`src/rtl/core/bloom_filter_two_hash_assert.svh`:
```
// Assertion macros shared by the bloom filter RTL.
`ifndef BLOOM_FILTER_TWO_HASH_ASSERT_SVH
`define BLOOM_FILTER_TWO_HASH_ASSERT_SVH

`ifndef SYNTHESIS

// Checked on every aclk edge outside reset.
`define BFTH_ASSERT(label, prop) \
    label: assert property (@(posedge aclk) disable iff (!aresetn) prop) \
        else $error("bfth assertion failed");

// Checked on every aclk edge, reset included.
`define BFTH_ASSERT_ALWAYS(label, prop) \
    label: assert property (@(posedge aclk) prop) \
        else $error("bfth assertion failed");

`else

`define BFTH_ASSERT(label, prop)
`define BFTH_ASSERT_ALWAYS(label, prop)

`endif

`endif

```
`src/rtl/core/bfth_pkg.sv`:
```
// Shared constants, types, commands and hash function of the bloom filter.
package bfth_pkg;

    // Filter geometry; the entry count is a power of two, so the modulo is a mask
    localparam int FILTER_ENTRIES = 1048576;
    localparam int IDX_W          = $clog2(FILTER_ENTRIES);
    localparam int ROW_W          = 64;
    localparam int COL_W          = $clog2(ROW_W);
    localparam int ROW_AW         = IDX_W - COL_W;
    localparam int ROWS           = FILTER_ENTRIES / ROW_W;

    // Key and hash
    localparam int BYTE_W         = 8;
    localparam int KEY_BYTES      = 20;
    localparam int KEY_W          = KEY_BYTES * BYTE_W;
    localparam int BYTES_PER_STEP = 2;
    localparam int STEP_BITS      = BYTES_PER_STEP * BYTE_W;
    localparam int HASH_STEPS     = KEY_BYTES / BYTES_PER_STEP;
    localparam int STEP_W         = $clog2(HASH_STEPS);
    localparam int HASH_W         = 32;

    // Configuration port
    localparam int CFG_IDX_W      = 2;
    localparam int CFG_DATA_W     = 32;

    typedef logic [HASH_W-1:0]     hash_t;
    typedef logic [KEY_W-1:0]      key_t;
    typedef logic [ROW_W-1:0]      row_t;
    typedef logic [ROW_AW-1:0]     row_addr_t;
    typedef logic [COL_W-1:0]      col_t;
    typedef logic [IDX_W-1:0]      idx_t;
    typedef logic [STEP_W-1:0]     step_cnt_t;
    typedef logic [BYTE_W-1:0]     byte_t;

    localparam hash_t HASH_MUL          = 32'd31;
    localparam hash_t HASH_MUL_SQ       = HASH_MUL * HASH_MUL;
    localparam hash_t SEED_FIRST_RESET  = 32'h1234_5678;
    localparam hash_t SEED_SECOND_RESET = 32'h8765_4321;

    typedef enum logic [CFG_IDX_W-1:0] {
        CFG_SEED_FIRST  = 2'd0,
        CFG_SEED_SECOND = 2'd1
    } cfg_idx_t;

    typedef enum logic {
        FUNC_INSERT = 1'b0,
        FUNC_QUERY  = 1'b1
    } func_t;

    typedef enum logic [3:0] {
        ST_CLEAR,
        ST_IDLE,
        ST_HASH,
        ST_WR_A,
        ST_WR_B,
        ST_RD_A,
        ST_RD_B,
        ST_CHK,
        ST_RESULT
    } state_t;

    // Controller to datapath
    typedef struct packed {
        logic load_key;
        logic hash_step;
        logic clr_row;
        logic wr_a;
        logic wr_b;
        logic rd_b;
        logic cap_a;
        logic cap_hit;
        logic out_load;
    } ctrl_cmd_t;

    // Datapath to controller
    typedef struct packed {
        logic clr_last;
        logic hash_last;
        logic is_query;
        logic out_busy;
    } dp_status_t;

    // Two hash rounds at once: h*31*31 + b0*31 + b1, wrapping at 32 bits
    function automatic hash_t hash_pair(hash_t h, byte_t b0, byte_t b1);
        return h * HASH_MUL_SQ + hash_t'(b0) * HASH_MUL + hash_t'(b1);
    endfunction

endpackage

```
`src/rtl/core/bfth_ctrl.sv`:
```
// Controller state machine: sequences clearing, hashing and bit accesses.
`include "bloom_filter_two_hash_assert.svh"

module bfth_ctrl (
    input  logic                    aclk,
    input  logic                    aresetn,
    input  logic                    s_valid,
    output logic                    s_ready,
    input  bfth_pkg::dp_status_t    status,
    output bfth_pkg::ctrl_cmd_t     cmd
);

    bfth_pkg::state_t state_reg;
    bfth_pkg::state_t state_next;

    // State register
    always_ff @(posedge aclk) begin
        if (!aresetn) begin
            state_reg <= bfth_pkg::ST_CLEAR;
        end else begin
            state_reg <= state_next;
        end
    end

    // Next state and commands
    always_comb begin
        state_next = state_reg;
        cmd        = '0;
        s_ready    = 1'b0;
        unique case (state_reg)
            bfth_pkg::ST_CLEAR: begin
                cmd.clr_row = 1'b1;
                if (status.clr_last) begin
                    state_next = bfth_pkg::ST_IDLE;
                end
            end
            bfth_pkg::ST_IDLE: begin
                s_ready = 1'b1;
                if (s_valid) begin
                    cmd.load_key = 1'b1;
                    state_next   = bfth_pkg::ST_HASH;
                end
            end
            bfth_pkg::ST_HASH: begin
                cmd.hash_step = 1'b1;
                if (status.hash_last) begin
                    state_next = status.is_query ? bfth_pkg::ST_RD_A : bfth_pkg::ST_WR_A;
                end
            end
            bfth_pkg::ST_WR_A: begin
                cmd.wr_a   = 1'b1;
                state_next = bfth_pkg::ST_WR_B;
            end
            bfth_pkg::ST_WR_B: begin
                cmd.wr_b   = 1'b1;
                state_next = bfth_pkg::ST_IDLE;
            end
            // row A is read by default address selection
            bfth_pkg::ST_RD_A: begin
                state_next = bfth_pkg::ST_RD_B;
            end
            bfth_pkg::ST_RD_B: begin
                cmd.rd_b   = 1'b1;
                cmd.cap_a  = 1'b1;
                state_next = bfth_pkg::ST_CHK;
            end
            bfth_pkg::ST_CHK: begin
                cmd.rd_b    = 1'b1;
                cmd.cap_hit = 1'b1;
                state_next  = bfth_pkg::ST_RESULT;
            end
            bfth_pkg::ST_RESULT: begin
                if (!status.out_busy) begin
                    cmd.out_load = 1'b1;
                    state_next   = bfth_pkg::ST_IDLE;
                end
            end
            default: begin
                state_next = bfth_pkg::ST_IDLE;
            end
        endcase
    end

    // Only one memory write per cycle
    `BFTH_ASSERT(a_one_write, $onehot0({cmd.clr_row, cmd.wr_a, cmd.wr_b}))
    // A result is never loaded over one that is still waiting
    `BFTH_ASSERT(a_no_overwrite, cmd.out_load |-> !status.out_busy)
    // Hashing ends in a memory read or memory write state
    `BFTH_ASSERT(a_hash_exit, (cmd.hash_step && status.hash_last) |=>
        ((state_reg == bfth_pkg::ST_RD_A) || (state_reg == bfth_pkg::ST_WR_A)))

endmodule

```
`config.mk`:
```
export PLATFORM = sky130hd
export DESIGN_NAME = bfth_ctrl
export DESIGN_NICKNAME = d
export VERILOG_FILES = /design/src/rtl/core/bfth_pkg.sv /design/src/rtl/core/bfth_ctrl.sv
export VERILOG_INCLUDE_DIRS = /design/src /design/src/rtl/core
export SDC_FILE = /design/constraint.sdc
export NUM_CORES = 1
export LEC_CHECK = 0
export BUFFER_PORTS_ARGS = -buffer_cell sky130_fd_sc_hd__buf_2
export CAP_MARGIN = 20
export CORE_AREA = 2 2 39 41
export DETAILED_ROUTE_END_ITERATION = 6
export DIE_AREA = 0 0 41 43
export PLACE_DENSITY = 0.56
export SYNTH_ARGS = -nofsm -noshare
export SYNTH_HDL_FRONTEND = slang
export SYNTH_SLANG_ARGS = --single-unit
```
`constraint.sdc`:
```
create_clock -name aclk -period 4.3 [get_ports aclk]
set_clock_uncertainty 0.15 [all_clocks]
set_input_delay 0.86 -clock aclk [delete_from_list [all_inputs] [get_ports aclk]]
set_output_delay 0.86 -clock aclk [all_outputs]
set_load 0.005 [all_outputs]
```
Yosys cells after proc, flatten, opt, wreduce, memory -nomap -nowiden
Index checks and enable logic that the tools add are counted.
- bits in registers: 4
- latch bits: 0
- RAM bits: 0
- ROM bits: 0
- input bits: 7
- output and inout port bits: 10
- memories: 0
- add/sub/neg operators: 0
- $mul: 0
- div/mod/pow operators: 0
- order comparisons: 0
- equality and inequality tests: 12
- shift-type cells: 0
- mux-type cells: 18
- bitwise operators: 0
- reductions and logical operators: 3
- operators by type and width (kind ; number):
    4-bit one-hot mux with 8 select lines ; 1
    4-bit by 3-bit == test with 1-bit output (second input constant) ; 4
    4-bit two-way mux ; 4
    1-bit two-way mux ; 12
    4-bit by 2-bit == test with 1-bit output (second input constant) ; 2
    2-bit inequality test (second input constant) ; 4
    4-bit by 1-bit == test with 1-bit output (second input constant) ; 1
    4-bit == test (second input constant) ; 1
    4-bit logical NOT ; 1
    4-bit AND reduction ; 1
    3-bit two-way mux ; 1
    2-bit OR reduction ; 1

Logic depth before layout (Yosys ltp)
- word-level depth: 3
- gate-level depth with buffers: 4

Worst setup path after synthesis
OpenSTA, ideal clock, no wires.
- kind: input port to output port
- from: input port status[0] (netlist name)
- to: output port cmd[0] (netlist name)
- data arrival time: 1.183 ns
- path slack: 2.107 ns
- stages: 1
- path buffers: 0
- cell sequence: nor4b_1
- cells in the longest elaborated chain, start to end: 2
- RTL lines (item ; line ; text):
    start: declaration ; bfth_ctrl.sv:9 ; input bfth_pkg::dp_status_t status,
    1-bit two-way mux ; bfth_ctrl.sv:73 ; if (!status.out_busy) begin
    1-bit two-way mux ; bfth_ctrl.sv:30 ; unique case (state_reg)
    end: declaration ; bfth_ctrl.sv:10 ; output bfth_pkg::ctrl_cmd_t cmd
Every way passes these cells.

==> results.cfg <==
[critical_path]
arrival_ns = 1.50
worstSetupEndpointType = primary output
crit_chain = nor2b_1, nor3b_2, and2_1, buf_2
rr_worst_depth = 3
r2r_end = state_reg[1]$_SDFFE_PN0P_
critPathTopFamily = flip-flops
cp_slowest_cell = dfxtp_1
regToRegStartpoint = state_reg[0]$_SDFFE_PN0P_
startpoint_type = register
crit_path_max_incr_delay_ns = 0.60
crit_type = reg -> out
worstPathRequired_ns = 3.29
crit_buf_inv = 1
cp_max_fo = 13
regToRegSetupSlack_ns = 2.63

[clock_tree]
cts_tree = done
holdBufCountCts = 0
cts_max_level = 1
path_clk_slew_ns = 0.04
cts_resized = 0
cts_setup_buffers = 0
root_buffer = clkbuf_4
cts.sinks = 4
cts-buffers-inserted = 3
clock_latency_ns = 0.23
clockBufferDepth = 2

[finish]
layout.area.seq_um2 = 80.1
layout.nets = 67
final_cell_mix = buf_2 (16), nor3_1 (4), dfxtp_1 (4)
syn2layout_area_growth_pct = 26.3
largest_reg_flops = 4
antenna_cells = 0
fillCellCount = 152
design_area_um2 = 463
drive_above_1_share_pct = 43.1
layout_commonest_cell = buf_2
multi_input_area_um2 = 249

[floorplanning]
start_util_pct = 26.5
num_rows = 14
die_area_mm2 = 0.00176
fp.dieW_um = 41
core_mm2 = 0.00138
fp.dieH_um = 43
ioPinCount = 17

[grt]
grt_antenna_before_repair = 0
grt_pass1_wl_um = 1440
grtUsageTotal_pct = 11.9
grt-ovfl-total = 0
grt_max_degree = 14
first_global_vias = 357

[timing]
fin_setup_tns_ns = 0
tightest_slew_ns = 0.473
period_share_pct = 58.3
finalSetupViolCount = 0
rsz0062_at_grt = false
final_hold_viol_count = 0
fmax_mhz = 399
period_needed_ns = 2.51
maxSlewHeadroom_pct = 68.4
maxSlewViolCount = 0

[detailed_routing]
viasPerCell = 5.00
drcViolationCount = 0
wl_um = 809
dr.first_iter.drc_count = 3
ant_nets = 0
vias = 370
wire_per_inst_um = 10.9
firstDrtPassIters = 4

[hold_path]
holdPathStages = 2
hold_path.class = reg -> reg
hold_start = state_reg[3]$_SDFFE_PN0P_
whs_endpoint = state_reg[3]$_SDFFE_PN0P_

[yosys]
syn_area_um2 = 367
synth_xor_area_share_pct = 0
yosysTopAreaCellShare_pct = 21.8
yosysWarnings = 0
synth_compound_area_share_pct = 11.3
synth_top_family_by_area = simple AND/OR/NAND/NOR gates
synth.net_count = 50
yosysUniqueCellTypes = 27
yosysSeqAreaShare_pct = 21.8
synth_area_leaders = dfxtp_1 (22%), nor4_4 (5.8%), nor3_1 (5.5%)
ys_ff_latch = 4
ys.flop_type = dfxtp_1
synth_top_area_cell = dfxtp_1
synth_mux_area_share_pct = 3.07
synth_fa_ha_area_share_pct = 0
synth_edf_count = 0
yosys.area_share.simple_pct = 53.6
async_flop_share_pct = 0
syn_inst = 43
syn_area_per_cell_um2 = 8.53

[placed_design]
dp_hpwl_um = 621
place_congestion = 0.782
placed_area_um2 = 440
portBuffers = 16

[pwr]
p_leak_nw = 0.212
finalPower_mw = 0.105
ir_worst_vdd_mv = 0.0821
power_density_mw_per_mm2 = 227

[flow_run]
maxCapViolations = 0

[run_status]
status = complete, no violations
## cell families after synthesis
family,count (synthesis)
compound gates,5
buf+inv,7
flops,4
mux,1
simple gates,26
## cell usage after synthesis (2+ instances only)
master and number:
dfxtp_1 4, nor3_1 4, buf_2 3, inv_1 3
a21oi_1 2, nand2b_1 2, nor2_1 2, nor2b_1 2
nor4_1 2, or2_1 2
## metal layers
layer  routed length, µm  vias up  track usage, %
met4                   0        0            8.00
met1                 360      166            13.5
met5                   0        -               0
met3                  65        0            3.66
met2                 383       18            18.1
li1                    -      186               -
## worst max path at each step
stage / startpoint / end / slack, ns / cells after the start
global placement: status[0] / cmd[0] / 1.89 / 3
floorplan: status[0] / cmd[0] / 2.11 / 1
detailed placement: status[0] / cmd[0] / 1.91 / 3
global route: state_reg[0]$_SDFFE_PN0P_ / cmd[8] / 1.64 / 4
CTS: state_reg[0]$_SDFFE_PN0P_ / cmd[8] / 1.77 / 4
finish: state_reg[0]$_SDFFE_PN0P_ / cmd[8] / 1.79 / 4
## through the flow
step / util, % / hold WS, ns / instances / setup WS [ns]
after floorplan: - / 0.429 / 43 / 2.11
after global placement: 31.8 / 0.579 / 71 / 1.89
after detailed placement: 31.8 / 0.580 / 71 / 1.91
after CTS: 33.5 / 0.587 / 74 / 1.77
after global routing: 33.5 / 0.642 / 74 / 1.64
final: 33.5 / 0.584 / 74 / 1.79
## tightest hold or removal path, stage by stage (launching register included)
cell and delay, ns:
dfxtp_1 0.42, nand4b_1 0.19, a21oi_1 0.07
## power breakdown
part	switching (mW)	leakage [nW]	internal, mW	total, mW
sequential	0.00373	0.0325	0.0383	0.0420
clock	0.0147	0.0138	0.0312	0.0459
combinational	0.00731	0.165	0.0101	0.0174
total	0.0257	0.212	0.0796	0.105
## layout make-up
cell class | instances | share of cell area [%]
repair buffers | 16 | 17.3
clock buffers | 3 | 4.86
flip-flops and latches | 4 | 17.3
multi-input cells | 32 | 53.8
inverters | 3 | 2.43
well taps | 16 | 4.32
Power figures use the tool's default switching activity.
